<file path="src/rtl/wavetable_voice_mixer_core_defines.svh">
// Assertion macros shared by the voice mixer RTL.
`ifndef WAVETABLE_VOICE_MIXER_CORE_DEFINES_SVH
`define WAVETABLE_VOICE_MIXER_CORE_DEFINES_SVH

// Clocked check that is switched off while reset is held.
`define WVM_ASSERT_CLK(lbl, prop, msg) \
    lbl: assert property (@(posedge i_clk) disable iff (!i_rst_n) prop) else $error(msg);

// Clocked check that also holds during reset.
`define WVM_ASSERT_ALWAYS(lbl, prop, msg) \
    lbl: assert property (@(posedge i_clk) prop) else $error(msg);

`endif

</file>
<file path="src/rtl/wvm_ram.sv">
module wvm_ram #(
    parameter int WIDTH = 8,
    parameter int DEPTH = 256,
    parameter int AW    = (DEPTH > 1) ? $clog2(DEPTH) : 1
) (
    input  logic             i_clk,
    input  logic             i_we,
    input  logic [AW-1:0]    i_waddr,
    input  logic [WIDTH-1:0] i_wdata,
    input  logic [AW-1:0]    i_raddr,
    output logic [WIDTH-1:0] o_rdata
);

    logic [WIDTH-1:0] r_mem [DEPTH];
    logic [WIDTH-1:0] r_rdata;

    always_ff @(posedge i_clk) begin
        if (i_we) begin
            r_mem[i_waddr] <= i_wdata;
        end
        r_rdata <= r_mem[i_raddr];
    end

    assign o_rdata = r_rdata;

endmodule

</file>
<file path="config.mk">
export PLATFORM = sky130hd
export DESIGN_NAME = wvm_ram
export DESIGN_NICKNAME = d
export VERILOG_FILES = /design/src/rtl/wavetable_voice_mixer_core_defines.svh /design/src/rtl/wvm_ram.sv
export SDC_FILE = /design/constraint.sdc
export NUM_CORES = 2
export LEC_CHECK = 0
export ABC_AREA = 1
export BUFFER_PORTS_ARGS = -buffer_cell sky130_fd_sc_hd__buf_2
export CAP_MARGIN = 10
export CORE_MARGIN = 4
export CORE_UTILIZATION = 50
export CTS_CLUSTER_DIAMETER = 150
export DETAILED_ROUTE_END_ITERATION = 12
export MAX_ROUTING_LAYER = met4
export PLACE_DENSITY = 0.68
export REMOVE_ABC_BUFFERS = 1
export SLEW_MARGIN = 20
export SYNTH_ARGS = -nofsm -noshare
export SYNTH_HDL_FRONTEND = slang
export SYNTH_SLANG_ARGS = --single-unit
</file>
<file path="constraint.sdc">
create_clock -name i_clk -period 2.2 [get_ports i_clk]
set_clock_uncertainty 0.15 [all_clocks]
set_input_delay 0.44 -clock i_clk [delete_from_list [all_inputs] [get_ports i_clk]]
set_output_delay 0.44 -clock i_clk [all_outputs]
set_load 0.02 [all_outputs]
</file>
==> impl.org <==
** Placed design
- Once placement finished, the instance area stood at 91300 um2.
- During placement, the flow inserted port buffers numbering 33.
- Routability-driven placement finished with a final weighted congestion of 0.9117.
- After legalization and detailed placement, the total HPWL measured 143900 um.
- Total placed cells including tap cells :: 9452

** Synth
- Of the synthesized area, sequential elements account for 0.7394.
- Number of synthesized register bits :: 2056
- After synthesis, the netlist uses 14 different library cells.
- Yosys mapped a number of flops with a built-in enable equal to 2048.
- Top cell type by total area after synthesis :: edfxtp_1
- During synthesis, Yosys emitted a total of 0 warnings.
- Avg Cell Area, Syn :: 11.91 um2
- Of the post-synthesis cell area, the dominant cell type holds 0.7374.
- Cell types with the highest counts after synthesis :: nand2_1, edfxtp_1, nand3_1
- Largest cells by area after synthesis :: edfxtp_1, nand3_1, nand2_1
- Among all flip-flop cells after synthesis, the most frequent one is edfxtp_1.
- Share of flip-flops with an asynchronous set or reset after synthesis :: 0
- Cell area after technology mapping :: 83400 um2
- Most instantiated library cell after synthesis :: nand2_1
- Post-Syn Instances :: 7003

** Worst setup path
- For the worst setup path, the data arrival time is 2.80 ns.
- The worst setup path is captured at a flip-flop.
- Worst setup SP type :: input port
- Of all nets on the critical path, the largest fanout is 37.
- Worst R2R Start :: r_mem[139][1]
- Source of the critical timing path :: i_raddr[0]
- Start-to-end type of the worst setup path :: in -> reg
- Data required time at the worst endpoint :: 2.82 ns

** Timing
- Final Cycle Share :: 0.9904
- Measured against its own limit, the worst slew margin works out to 0.6343.
- On the final layout, the worst hold slack is 0.1965 ns.
- Fmax :: 0.4590 GHz
- The number of hold-slack violations in the final timing report is 0.
- The number of slew-limit violations in the final report is 0.
- For the pin with the worst max-slew slack, the measured transition is 0.5480 ns.
- Setup repair after global routing left no endpoint under its margin.
- # setup viols final :: 0
- The worst path needs 2.179 ns of the cycle, external delays included.

** Outcome
- Outcome :: finished, final reports clean

** Clocking
- H-tree levels :: 4
- Clock latency at the later pin of the worst-skew pair :: 0.85 ns
- Buffers added to address setup during post-CTS repair amount to 0.
- Num Clock Sinks :: 2056
- Maximum buffer depth of the clock tree :: 3
- Clock root cell :: clkbuf_16
- Clock-pin transition on the worst setup and hold timing paths :: 0.06 ns
- TritonCTS built the clock tree.
- TritonCTS buffer count :: 201

** Floorplan
- The core region is 165400 um2.
- Number of core rows :: 149
- In this run the horizontal extent of the chip is 416.4 um.
- Vertical die dimension :: 416.4 um
- For this configuration, the core starts out at a cell density of 0.5043.
- In this run the count of I/O pins placed on the die edge is 34.
- The die covers 173400 um2.

** Layout
- Share of cells above drive strength 1 :: 0.1337
- After routing the design area is 97780 um2.
- Number of filler instances in the final layout :: 12.70k
- For this run, the number of standard cells in the final layout without fillers is 9837.
- Layout area overhead :: 17.24%
- Count of nets after finishing :: 7502

** Detailed routing
- The first detailed-routing pass ran for 6 iterations.
- Via count normalized by instance count :: 5.845
- DR iter-0 viols :: 8202
- Post-route DRC :: 0
- Number of vias after detailed routing :: 57.50k
- Once detail routing completed, the nets flagged for antenna violations numbered 0.
- WL final :: 231500 um
- Average wire length per cell after detail routing :: 23.54 um

** Run
- Across the run, the number of max-cap violations was 0.

** Power
- Pwr dens :: 839.7 nW/um2
- Leak :: 35.21 nW
- Maximum VDD drop :: 0.0007667 V
- Total power :: 0.08210 W

** Global route
- The first global-routing pass estimated 347000 um of wire.
- In the global route stage, overall resource usage came out at 0.2727.
- Global routing finished with a remaining overflow of 0.
- Vias in the first global route :: 54.85k
- Largest net degree at the start of global routing :: 75
- The initial antenna violation count was 11.

** Hold path
- Startpoint of the lowest-slack hold path :: i_waddr[7]
- In this run the worst hold path is classified as in -> reg.
==> registers in the layout, indices dropped and copies added (netlist names) <==
register  flops
o_rdata       8
r_mem      2048
==> final cells by class <==
| class | count | area (um2) | share of cell area |
|---|---|---|---|
| clock inverters | 110 | 1030 | 0.01053 |
| flip-flops and latches | 2056 | 61660 | 0.6307 |
| diodes | 9 | 22.52 | 0.0002303 |
| well taps | 2189 | 2739 | 0.02801 |
| inverters | 39 | 180.2 | 0.001843 |
| clock buffers | 256 | 5309 | 0.05430 |
| repair buffers | 753 | 7685 | 0.07860 |
| multi-input cells | 4425 | 19150 | 0.1958 |
==> metal layers <==
layer  share of wire  vias to the layer above  global-route usage
met4           0.042                        0              0.1162
met1            0.39                    28080              0.3627
met3           0.098                      533             0.04671
met5               0                        -                   -
met2            0.47                     3031              0.4187
li1                -                    25850                   -
==> kinds of logic (layout without fill, tap and decap cells) <==
logic type | count (synthesis) | after routing | synth area share
and+or+nand+nor | 4425 | 4425 | 0.2295
DFF | 2056 | 2056 | 0.7394
buffers and inverters | 522 | 1158 | 0.03119
other | 0 | 9 | 0
==> final timing paths <==
check        depth (start not counted)  slack (ns)            to
max                                 14        0.02    o_rdata[4]
min                                  5        0.20  r_mem[92][7]
max reg2reg                         10        0.08    o_rdata[1]
min reg2reg                         10        0.79    o_rdata[1]
==> cell usage in the layout, fill, tap and decap left out, drive strengths merged <==
master	n
nand2	2123
clkinv	86
nand3	2019
buf	743
nor2	283
clkbuf	256
bufinv	12
inv	47
edfxtp	2048
dlygate4sd3	10
clkinvlp	4
dfxtp	8
diode	9
==> power breakdown <==
part / leakage (nW) / internal, W / switching (W) / total (W)
Combinational: 13.7 / 0.00176 / 0.00391 / 0.00567
Clock: 3.08 / 0.0185 / 0.0147 / 0.0332
Sequential: 18.5 / 0.0432 / 0.0000548 / 0.0432
==> critical path, cell delays in order <==
cell and delay (ns):
buf_8 0.18, buf_4 0.24, buf_12 0.24, buf_12 0.22, nand2_1 0.07, nand3_1 0.10
nand3_1 0.08, nand3_1 0.17, nand3_1 0.18, nand3_1 0.21, nand3_1 0.16, nand2_1 0.10
nand2_1 0.18, nand2_1 0.11
==> what timing repair did <==
item	in CTS	in global routing
hold buffers	10	0
hold endpoints to repair	292	0
resized for setup	3	1
setup endpoints to repair	2	1
cloned	0	0
==> metrics by stage <==
step,utilization,setup slack [ns],setup TNS (ns)
2_1_floorplan,-,-4.039,-32.26
4_1_cts,0.5911,0.02064,0
3_3_place_gp,0.5521,-0.7211,-5.085
5_1_grt,0.5912,0.004603,0
6_report,0.5913,0.02119,0
3_5_place_dp,0.5521,-0.7504,-5.138
No activity file was read; power rests on OpenSTA's default activity.
