$ cat src/rtl/wavetable_voice_mixer_core_defines.svh
// Assertion macros shared by the voice mixer RTL.
`ifndef WAVETABLE_VOICE_MIXER_CORE_DEFINES_SVH
`define WAVETABLE_VOICE_MIXER_CORE_DEFINES_SVH

// Clocked check that is switched off while reset is held.
`define WVM_ASSERT_CLK(lbl, prop, msg) \
    lbl: assert property (@(posedge i_clk) disable iff (!i_rst_n) prop) else $error(msg);

// Clocked check that also holds during reset.
`define WVM_ASSERT_ALWAYS(lbl, prop, msg) \
    lbl: assert property (@(posedge i_clk) prop) else $error(msg);

`endif

$ cat src/rtl/wvm_pkg.sv
package wvm_pkg;

    localparam int CMD_W    = 2;
    localparam int VOICE_W  = 2;
    localparam int FREQ_W   = 14;
    localparam int ADDR_W   = 13;
    localparam int SAMPLE_W = 8;
    localparam int LEN_W    = 14;
    localparam int PHASE_W  = 30;
    localparam int FRAC_W   = 16;
    localparam int INT_W    = PHASE_W - FRAC_W;
    localparam int INC_W    = 21;
    localparam int PWM_W    = 8;
    localparam int IN_DATA_W = 40;

    localparam logic [CMD_W-1:0] CMD_TICK     = 2'd0;
    localparam logic [CMD_W-1:0] CMD_SET_FREQ = 2'd1;
    localparam logic [CMD_W-1:0] CMD_WRITE    = 2'd2;
    localparam logic [CMD_W-1:0] CMD_SILENCE  = 2'd3;

    // Phase increment is (hz * 76087) >> 10, i.e. hz / 882 in 14.16.
    localparam logic [16:0]       INC_MUL   = 17'd76087;
    localparam int                INC_SHIFT = 10;
    localparam logic [PWM_W-1:0]  MID_LEVEL = 8'd128;
    localparam logic [LEN_W-1:0]  LENGTH_RESET = 14'd6924;

    localparam int DEF_VOICES      = 4;
    localparam int DEF_TABLE_DEPTH = 8192;

    typedef struct packed {
        logic mul_en;
        logic add_en;
    } t_phase_ctrl;

endpackage

$ cat src/rtl/wvm_phase_unit.sv
module wvm_phase_unit
    import wvm_pkg::*;
#(
    parameter int TABLE_DEPTH = DEF_TABLE_DEPTH,
    parameter int AW          = $clog2(TABLE_DEPTH)
) (
    input  logic               i_clk,
    input  t_phase_ctrl        i_ctrl,
    input  logic [FREQ_W-1:0]  i_freq,
    input  logic [PHASE_W-1:0] i_phase,
    input  logic [LEN_W-1:0]   i_table_length,
    output logic [AW-1:0]      o_index,
    output logic [PHASE_W-1:0] o_phase_next
);

    // The integer part is below 2^14 and the depth at least 2^8, so six
    // conditional subtractions bring it below the depth.
    function automatic logic [AW-1:0] reduce_index(input logic [INT_W-1:0] ip);
        logic [31:0] rem;
        logic [31:0] step;
        rem = 32'(ip);
        for (int k = 5; k >= 0; k--) begin
            step = 32'(TABLE_DEPTH) << k;
            if (rem >= step) begin
                rem = rem - step;
            end
        end
        return rem[AW-1:0];
    endfunction

    logic [INC_W-1:0]   r_inc;
    logic [PHASE_W:0]   r_padd;
    logic [FREQ_W+16:0] w_product;
    logic [PHASE_W-1:0] w_limit;
    logic [PHASE_W:0]   w_wrapped;

    assign w_product = 31'(i_freq) * 31'(INC_MUL);
    assign o_index   = reduce_index(i_phase[PHASE_W-1:FRAC_W]);
    assign w_limit   = {i_table_length, {FRAC_W{1'b0}}};

    always_comb begin
        if (r_padd >= (PHASE_W+1)'(w_limit)) begin
            w_wrapped = r_padd - (PHASE_W+1)'(w_limit);
        end else begin
            w_wrapped = r_padd;
        end
    end

    assign o_phase_next = w_wrapped[PHASE_W-1:0];

    always_ff @(posedge i_clk) begin
        if (i_ctrl.mul_en) begin
            r_inc <= w_product[INC_SHIFT +: INC_W];
        end
        if (i_ctrl.add_en) begin
            r_padd <= (PHASE_W+1)'(i_phase) + (PHASE_W+1)'(r_inc);
        end
    end

endmodule

$ cat config.mk
export PLATFORM = sky130hd
export DESIGN_NAME = wvm_phase_unit
export DESIGN_NICKNAME = d
export VERILOG_FILES = /design/src/rtl/wavetable_voice_mixer_core_defines.svh /design/src/rtl/wvm_pkg.sv /design/src/rtl/wvm_phase_unit.sv
export SDC_FILE = /design/constraint.sdc
export NUM_CORES = 1
export LEC_CHECK = 0
export BUFFER_PORTS_ARGS = -buffer_cell sky130_fd_sc_hd__buf_2
export CAP_MARGIN = 20
export CELL_PAD_IN_SITES_DETAIL_PLACEMENT = 1
export CELL_PAD_IN_SITES_GLOBAL_PLACEMENT = 2
export CORE_MARGIN = 1
export CORE_UTILIZATION = 38
export DETAILED_ROUTE_END_ITERATION = 16
export GPL_TIMING_DRIVEN = 0
export PLACE_DENSITY = 0.81
export SETUP_SLACK_MARGIN = 0.4
export SLEW_MARGIN = 30
export SYNTH_ARGS = -nofsm -noshare
export SYNTH_HDL_FRONTEND = slang
export SYNTH_SLANG_ARGS = --single-unit
$ cat constraint.sdc
create_clock -name i_clk -period 6.8 [get_ports i_clk]
set_clock_uncertainty 0.15 [all_clocks]
set_input_delay 0.34 -clock i_clk [delete_from_list [all_inputs] [get_ports i_clk]]
set_output_delay 0.34 -clock i_clk [all_outputs]
set_load 0.05 [all_outputs]
==> results.cfg, run 1 <==
[status]
status = finished, final reports clean

[setup_path]
path_buf_inv = 5
cp_cell_sequence = buf_2, fa_1, inv_1, fa_1, inv_1, fa_1, fa_1, inv_1, fa_1, inv_1, fa_1, ha_1, a21oi_1, o21ai_0, a221oi_1, o31a_1, o21ai_1, a221oi_1, xnor2_1
cpMaxStageDelayCell = fa_1
critPathLaunchType = input pin
setup.worst_path.end_class = register
crit_family = adder cells
slowest_delay_ns = 0.55
critPathMaxFanout = 7
critPathKind = input pin to register
cp.arrival_ns = 5.78
cpMostUsedCell = fa_1
critPathRequiredTime_ns = 6.69

[routing]
vias = 6248
wire_per_inst_um = 15.5
drt_iter0_drc = 186
routed_via_density = 5.02
drt-pass1-iter-count = 4
antenna_left = 0
wirelength_um = 19300
drc_errors = 0

[synth]
postSynthCellCount = 861
synth_area_leader_cell = ha_1
netlist_area_mm2 = 0.00835
async_flop_share_pct = 0
synth_nets = 1155
synth_edf_count = 52
synth_warnings = 0
synth_top_area_share_pct = 24.6
synth.area.top_cells = ha_1, edfxtp_1, fa_1
postSynthAreaPerCell_um2 = 9.70
ys_seq_area_share_pct = 18.7
ys_ff_latch = 52
ys.flop_type = edfxtp_1
synth.distinct_cells = 67

[power]
leakage_uw = 0.00467
vdd_drop_max_mv = 0.186
power.density_mw_per_mm2 = 472

[cells_and_area]
final_common_cell = ha_1
register_area_mm2 = 0.00156
final_area_mm2 = 0.00935
final_cells = 1244
multi_input_area_mm2 = 0.00596
drive_gt1_share_pct = 17.0
num_antenna_cells = 0
fin_nets = 1262
areaGrowthSynthToFinish_pct = 11.9
layout_common_cells = ha_1, inv_1, buf_2
fillers = 2485

[global_route]
grt_first_pass_wirelength_um = 31500
grt_usage_pct = 17.5
antenna_found_initial = 0
grt_overflow = 0
grt_pass1_vias = 6552
grt_max_degree = 32

[cts]
cts_resized = 0
cts_buffer_depth = 2
cts_tree = built
clk_latency_ns = 0.30
ctsHoldBuffers = 0
root_buffer = clkbuf_16
cts.sinks = 52
post_cts_buffers = 0
clk_pin_slew_ns = 0.07
cts.htree.levels = 2
cts_buffers = 5

[placement]
detailed_place_hpwl_um = 17000
gp_congestion = 0.826
place_area_mm2 = 0.00919
placed_cells = 1236
port_buffers = 100

[die]
io_pins = 104
start_util_pct = 39.2
dieArea_mm2 = 0.0226
coreArea_mm2 = 0.0213
rows = 53
die_y_um = 150
die_w_um = 150

[sta]
period_minus_slack_ns = 5.89
setup_tns_ns = 0
report.final.setup_viol = 0
fmaxAchievable_mhz = 170
hold_viol = 0
tightest_slew_ns = 0.679
drv_slew = 0
rsz0062_at_grt = false
relSlewSlack_pct = 54.8
period_share_pct = 86.6

[worst_hold_path]
hp-class = input pin to register

[flow_run]
maxCapViolations = 0
kinds of logic after synthesis:
| kind of cell | after synthesis | synth area share [%] |
|---|---|---|
| fa+ha+maj | 233 | 41.1 |
| simple gates | 157 | 9.47 |
| compound gates | 172 | 13.7 |
| xor+xnor | 46 | 4.83 |
| mux | 15 | 2.29 |
| buf+inv | 186 | 9.89 |
| flops | 52 | 18.7 |
through the flow:
stage / hold slack [ns] / utilization [%] / setup slack (ns) / power, uW
global route: 0.231 / 43.9 / 0.555 / 4880
global placement: 0.443 / 43.2 / 0.619 / 4130
floorplan: 0.302 / - / 1.20 / 3370
finish: 0.227 / 43.9 / 0.914 / 4410
detailed placement: 0.423 / 43.2 / 0.534 / 4180
CTS: 0.226 / 43.9 / 0.864 / 4470
layer usage:
metal | vias up | GRT usage, % | share of wire (%)
li1 | 3200 | - | -
met1 | 2958 | 22.0 | 47
met2 | 79 | 33.0 | 50
met3 | 11 | 0.909 | 2.0
met4 | 0 | 3.43 | 1.0
met5 | - | 0 | 0
final cells by class:
class | instances | area share (%)
repair buffers | 100 | 5.36
plain buffers | 42 | 3.05
flip-flops and latches | 52 | 16.7
clock inverters | 3 | 0.295
inverters | 144 | 5.78
multi-input cells | 623 | 63.8
clock buffers | 5 | 1.34
well taps | 275 | 3.68
state kept, by name (all words and copies together) (netlist names):
name,cells
r_inc,21
r_padd,31
worst register-to-register path, delay by kind of cell, from the launching register on:
family	cells	cell delay [ns]
adder cells (fa/ha/maj)	2	0.57
AND/OR/NAND/NOR	3	0.81
flip-flops	1	0.33
buffers and inverters	1	0.06
AO/OA/AOI/OAI	4	0.81
path summary, 6_finish.rpt:
kind / from / endpoint / slack [ns] / cells past startpoint
hold reg to reg: r_inc[0]$_DFFE_PP_ / r_padd[0]$_DFFE_PP_ / 0.43 / 1
setup / recovery: i_freq[11] / r_inc[20]$_DFFE_PP_ / 0.91 / 19
hold / removal: i_phase[0] / r_padd[0]$_DFFE_PP_ / 0.23 / 2
setup reg to reg: r_inc[0]$_DFFE_PP_ / r_padd[22]$_DFFE_PP_ / 3.93 / 10
power by group:
| group | internal, uW | switching [uW] |
|---|---|---|
| sequential | 643 | 64.8 |
| combinational | 1370 | 2080 |
| clock | 140 | 120 |
Yosys cell counts, types with 7 or more instances:
library cell / number
nor3_1: 8
nand4_1: 13
nor4_1: 7
nand2_1: 37
buf_4: 29
a31oi_1: 10
nand3_1: 20
mux2_4: 7
a21o_1: 19
ha_1: 164
nor2_1: 40
xor2_1: 18
o21a_1: 9
clkbuf_1: 10
o21ai_0: 26
xnor2_1: 28
a211oi_1: 10
fa_1: 69
a21oi_1: 51
inv_1: 143
edfxtp_1: 52
Note: power is estimated with default switching activity, not from simulation.
==> inputs of run 2 (changes only) <==
CORE_MARGIN = 10   (was 1)
RECOVER_POWER = 100   (was default)
REMOVE_ABC_BUFFERS = 1   (was default)
==> run 2 against run 1 <==
Compared with the run above: the flow now finishes with violations (capacitance limit, slew limit); setup slack got worse by 0.13 ns; clock power grew 11%; via count fell by 2.1%; non-clock buffer count is 39 lower; register-to-register slack lost 0.63 ns; routed wire length increased by 2.7%; combinational power fell by 4%; largest power group unchanged.
==> results.cfg, run 2 (synthesized netlist as in run 1, its figures left out) <==
[status]
status = finished, violations left
violations = capacitance limit, slew limit

[die]
die_w_um = 168
start_util_pct = 38.5
die_y_um = 168
io_pins = 104
coreArea_mm2 = 0.0217
rows = 54
dieArea_mm2 = 0.0283

[sta]
rsz0062_at_grt = false
drv_slew = 47
report.final.setup_viol = 0
fmaxAchievable_mhz = 166
period_share_pct = 88.5
whs_ns = 0.229
period_minus_slack_ns = 6.02
setup_tns_ns = 0
tightest_slew_ns = 1.84
hold_viol = 0
relSlewSlack_pct = -23.1

[cells_and_area]
fillers = 2513
top_regs = r_padd: 31 flops, r_inc: 21 flops
areaGrowthSynthToFinish_pct = 7.82
top_register = r_padd
num_antenna_cells = 0
fin_nets = 1223
final_common_cell = ha_1
final_area_mm2 = 0.00900
multi_input_area_mm2 = 0.00592
layout_common_cells = ha_1, inv_1, fa_1
largest_register_ffs = 31
drive_gt1_share_pct = 9.03
register_area_mm2 = 0.00156

[global_route]
grt_usage_pct = 14.0
grt_max_degree = 32
grt_util_met1_pct = 18.1
grtUsageMet3_pct = 1.35
antenna_found_initial = 0
grt_first_pass_wirelength_um = 33700
grt_busiest_layer = met2
grt_overflow = 0
grt_pass1_vias = 6736
grtUsageMet2_pct = 25.1

[setup_path]
cpMostUsedCell = fa_1
slowest_delay_ns = 0.59
critPathMaxFanout = 7
cp_cell_sequence = clkbuf_1, fa_1, inv_1, fa_1, inv_1, fa_1, fa_1, inv_1, fa_1, inv_1, fa_1, ha_1, a21oi_1, o21ai_0, a221oi_1, o31a_1, o21ai_0, a221oi_1, xnor2_1
critPathKind = input pin to register
crit_family = adder cells
path_buf_inv = 5
setup.worst_path.end_class = register
rr_worst_depth = 8
critPathRequiredTime_ns = 6.69
critPathLaunchType = input pin
cpMaxStageDelayCell = fa_1
cp.arrival_ns = 5.91
crit_cells = 19

[cts]
cts_resized = 0
cts_tree = built
cts.htree.levels = 2
cts_buffers = 5
root_buffer = clkbuf_16
clk_latency_ns = 0.29
cts.sinks = 52
ctsHoldBuffers = 0
post_cts_buffers = 0
cts_buffer_depth = 2
clk_pin_slew_ns = 0.07

[routing]
vias = 6115
wire_per_inst_um = 16.4
drc_errors = 0
drt-pass1-iter-count = 4
wirelength_um = 19800
drt_iter0_drc = 251
routed_via_density = 5.05
antenna_left = 0

[placement]
port_buffers = 103
detailed_place_hpwl_um = 17500
gp_congestion = 0.814
place_area_mm2 = 0.00893

[power]
power.density_mw_per_mm2 = 480
vdd_drop_max_mv = 0.173
leakage_uw = 0.00439

[flow_run]
maxCapViolations = 2

[worst_hold_path]
hp-class = input pin to register
worst_hold_path.num_cells = 2
[run 2: changes by cell type in the layout (fill, tap and decap cells not counted), moves of 3 or more]
cell      previous run  this run
buf_4               29         0
clkbuf_1            10        45
buf_2              101        58
o21ai_0             26        30
o21ai_1              4         1
[run 2: worst reg2reg max path: stages, from the launching register on]
cell	delay (ns)
edfxtp_1	0.37
ha_1	0.36
o21ai_0	0.10
nor2_1	0.26
a211oi_1	0.15
a2111oi_0	0.83
o21ai_0	0.55
nor3b_1	0.37
xor2_1	0.11
[run 2: through the flow]
stage | util (%) | worst slack [ns] | total power, uW | instances
after global placement | 41.2 | 0.631 | 4040 | 1202
after floorplan | - | 1.20 | 3280 | 819
after CTS | 42.0 | 0.903 | 4420 | 1210
after global routing | 41.5 | 0.506 | 4820 | 1210
after detailed placement | 41.2 | 0.586 | 4100 | 1202
final | 41.5 | 0.782 | 4320 | 1210
[run 2: power breakdown]
group	total [uW]	internal, uW	switching, uW
clock	288	175	113
sequential	711	644	67.6
combinational	3320	1270	2050
[run 2: worst paths after layout]
path,startpoint,slack [ns],end
hold / removal,i_phase[29],0.23,r_padd[29]$_DFFE_PP_
setup reg to reg,r_inc[2]$_DFFE_PP_,3.30,r_padd[29]$_DFFE_PP_
hold reg to reg,r_inc[0]$_DFFE_PP_,0.47,r_padd[0]$_DFFE_PP_
setup / recovery,i_freq[11],0.78,r_inc[20]$_DFFE_PP_
[run 2: metal layers]
metal | up-vias | part of all wire, %
met3 | 8 | 2.4
met4 | 0 | 0.75
met2 | 78 | 49
met1 | 2927 | 48
li1 | 3102 | -
met5 | - | 0
[run 2: cell type report]
type	instances	area share, %
multi-input cells	623	65.7
flip-flops and latches	52	17.3
inverters	144	6.01
repair buffers	103	5.10
well taps	280	3.89
clock buffers	5	1.39
clock inverters	3	0.514
==> inputs of run 3 (changes only) <==
ABC_AREA = 1   (was default)
CORE_UTILIZATION = 35   (was 38)
==> run 3 against run 2 <==
Compared with the run above: the run still ends with capacitance limit, slew limit left; synthesized area rose by 16%; cell count rose by 49%; first-iteration DRC count rose by 6.0%; sequential share of layout area fell by 2.5 points; count of clock-buffer cells in the layout did not move; register-to-register slack improved by 0.89 ns; core utilization fell by 2.7 points; clock power fell by 8.7%; sequential power fell by 2%; routed wire length rose by 40%; critical path depth did not move; critical path type unchanged; critical endpoint is now r_inc[17]$_DFFE_PP_; highest routed layer unchanged.
==> results.cfg, run 3 <==
[power]
power.density_mw_per_mm2 = 466
power_uw = 4900
vdd_drop_max_mv = 0.149
leakage_uw = 0.00604

[die]
io_pins = 104
coreArea_mm2 = 0.0271
rows = 60
dieArea_mm2 = 0.0348
die_w_um = 187
start_util_pct = 35.8
die_y_um = 187

[setup_path]
critPathMaxFanout = 7
cp.arrival_ns = 5.36
cpMostUsedCell = fa_1
critPathKind = input pin to register
worstSetupStartpoint = i_freq[11]
critPathRequiredTime_ns = 6.71
worstReg2RegStart = r_inc[0]$_DFFE_PP_
slowest_delay_ns = 0.59
setup.worst_path.end_class = register
crit_path_end = r_inc[17]$_DFFE_PP_
cpMaxStageDelayCell = fa_1
regToRegEndpoint = r_padd[20]$_DFFE_PP_
rr_worst_depth = 13
ff2ff_setup_slack_ns = 4.19
critPathLaunchType = input pin
cp_cell_sequence = clkbuf_1, fa_1, inv_1, fa_1, inv_1, fa_1, fa_1, inv_1, fa_1, inv_1, fa_1, ha_1, nand2_1, nor2_1, inv_1, nor2_1, nand3_1, nand4_1, nand2_1

[sta]
whs_ns = 0.210
rsz0062_at_grt = false
hold_viol = 0
fmaxAchievable_mhz = 183
tightest_slew_ns = 1.55
relSlewSlack_pct = -3.61
drv_slew = 32
report.final.setup_viol = 0
period_share_pct = 80.2
period_minus_slack_ns = 5.45
setup_tns_ns = 0
setup_slack_ns = 1.35

[synth]
postSynthAreaPerCell_um2 = 7.23
synth_common_cells = nand2_1, inv_1, ha_1
synth_warnings = 0
synth_top_area_share_pct = 21.1
synth.most_common_cell = nand2_1
ys_ff_latch = 52
synth_edf_count = 52
synth.distinct_cells = 30
postSynthCellCount = 1344
ys.flop_type = edfxtp_1
synth.area.top_cells = ha_1, edfxtp_1, nand2_1
synth_area_leader_cell = ha_1
ys_seq_area_share_pct = 16.1
netlist_area_mm2 = 0.00971
async_flop_share_pct = 0

[cts]
post_cts_buffers = 0
ctsHoldBuffers = 0
cts_tree = built
clk_pin_slew_ns = 0.07
cts.htree.levels = 2
cts_buffers = 5
clk_latency_ns = 0.31
cts_buffer_depth = 2
cts_resized = 0
root_buffer = clkbuf_16
cts.sinks = 52

[flow_run]
maxCapViolations = 1

[global_route]
grt_pass1_vias = 9175
grt_max_degree = 32
grt_usage_pct = 16.2
grt_overflow = 0
grt_first_pass_wirelength_um = 46900
antenna_found_initial = 1

[cells_and_area]
fillers = 3542
layout_common_cells = nand2_1, inv_1, ha_1
fin_util_pct = 38.8
register_area_mm2 = 0.00156
areaGrowthSynthToFinish_pct = 8.22
drive_gt1_share_pct = 7.02
top_regs = r_padd: 31 flops, r_inc: 21 flops
multi_input_area_mm2 = 0.00669
largest_register_ffs = 31
fin_nets = 1717
top_register = r_padd
final_common_cell = nand2_1

[status]
violations = capacitance limit, slew limit
status = finished, violations left

[routing]
wirelength_um = 27800
drt-pass1-iter-count = 4
vias = 8375
antenna_left = 0
drt_iter0_drc = 266
routed_via_density = 4.66
drc_errors = 0
wire_per_inst_um = 15.4

[worst_hold_path]
hp-class = input pin to register

[placement]
detailed_place_hpwl_um = 25800
preCtsSetupSlack_ns = 1.12
port_buffers = 103
gp_congestion = 0.855
-- run 3: cell types whose count changed in the layout (fill, tap and decap cells not counted), sizes merged, moves of 9 or more --
cell,before,now
inv,144,312
o21a,9,0
nand2,37,393
o21ai,31,18
nand3,20,74
a31oi,10,0
xnor2,28,5
a211oi,10,0
a21o,19,0
mux2,12,0
nor2,40,101
-- run 3: final cells by class --
| class | instances | area share, % |
|---|---|---|
| Sequential cell | 52 | 14.9 |
| Clock buffer | 5 | 1.19 |
| Timing Repair Buffer | 103 | 4.45 |
| Antenna cell | 3 | 0.0714 |
| Inverter | 311 | 11.1 |
| Clock inverter | 3 | 0.262 |
| Multi-Input combinational cell | 950 | 63.6 |
| Tap cell | 372 | 4.43 |
-- run 3: cell families after synthesis --
logic type,count (synthesis),share of synthesized area [%]
AND/OR/NAND/NOR,611,26.6
buffers and inverters,342,14.6
adder cells (fa/ha/maj),233,35.4
AO/OA/AOI/OAI,77,4.74
flip-flops,52,16.1
XOR/XNOR,29,2.62
-- run 3: metal layers --
metal / track usage, % / routed length (um) / vias to the layer above
met5: 0 / 0 / -
met4: 3.44 / 377 / 0
met3: 1.64 / 568 / 17
met2: 31.2 / 14500 / 89
met1: 18.8 / 12300 / 3966
li1: - / - / 4303
-- run 3: power breakdown --
group	internal (uW)	leakage, uW	switching, uW	total, uW
Sequential	635	0.000511	63.1	698
Clock	140	0.0000719	124	263
Combinational	1250	0.00545	2680	3930
-- run 3: how the worst min path moves through the flow --
| stage | startpoint | end | slack, ns | cells past startpoint |
|---|---|---|---|---|
| 6_report | i_phase[0] | r_padd[0]$_DFFE_PP_ | 0.21 | 2 |
| 5_1_grt | i_phase[0] | r_padd[0]$_DFFE_PP_ | 0.22 | 2 |
| 4_1_cts | i_phase[0] | r_padd[0]$_DFFE_PP_ | 0.22 | 2 |
| 3_5_place_dp | r_inc[0]$_DFFE_PP_ | r_padd[0]$_DFFE_PP_ | 0.41 | 1 |
| 3_3_place_gp | r_inc[0]$_DFFE_PP_ | r_padd[0]$_DFFE_PP_ | 0.42 | 1 |
| 2_1_floorplan | i_ctrl[1] | r_inc[0]$_DFFE_PP_ | 0.30 | 0 |
-- run 3: stage by stage --
stage	instance area, um^2	cells
after global placement	10400	1788
after detailed placement	10400	1788
final	10500	1799
after floorplan	9460	1313
after CTS	10600	1796
after global routing	10500	1796
-- run 3: worst max-delay path: cells and delay by family --
| family | cells | cell delay [ns] |
|---|---|---|
| adders and majority gates | 7 | 3.55 |
| and+or+nand+nor | 6 | 0.93 |
| buffers and inverters | 6 | 0.53 |
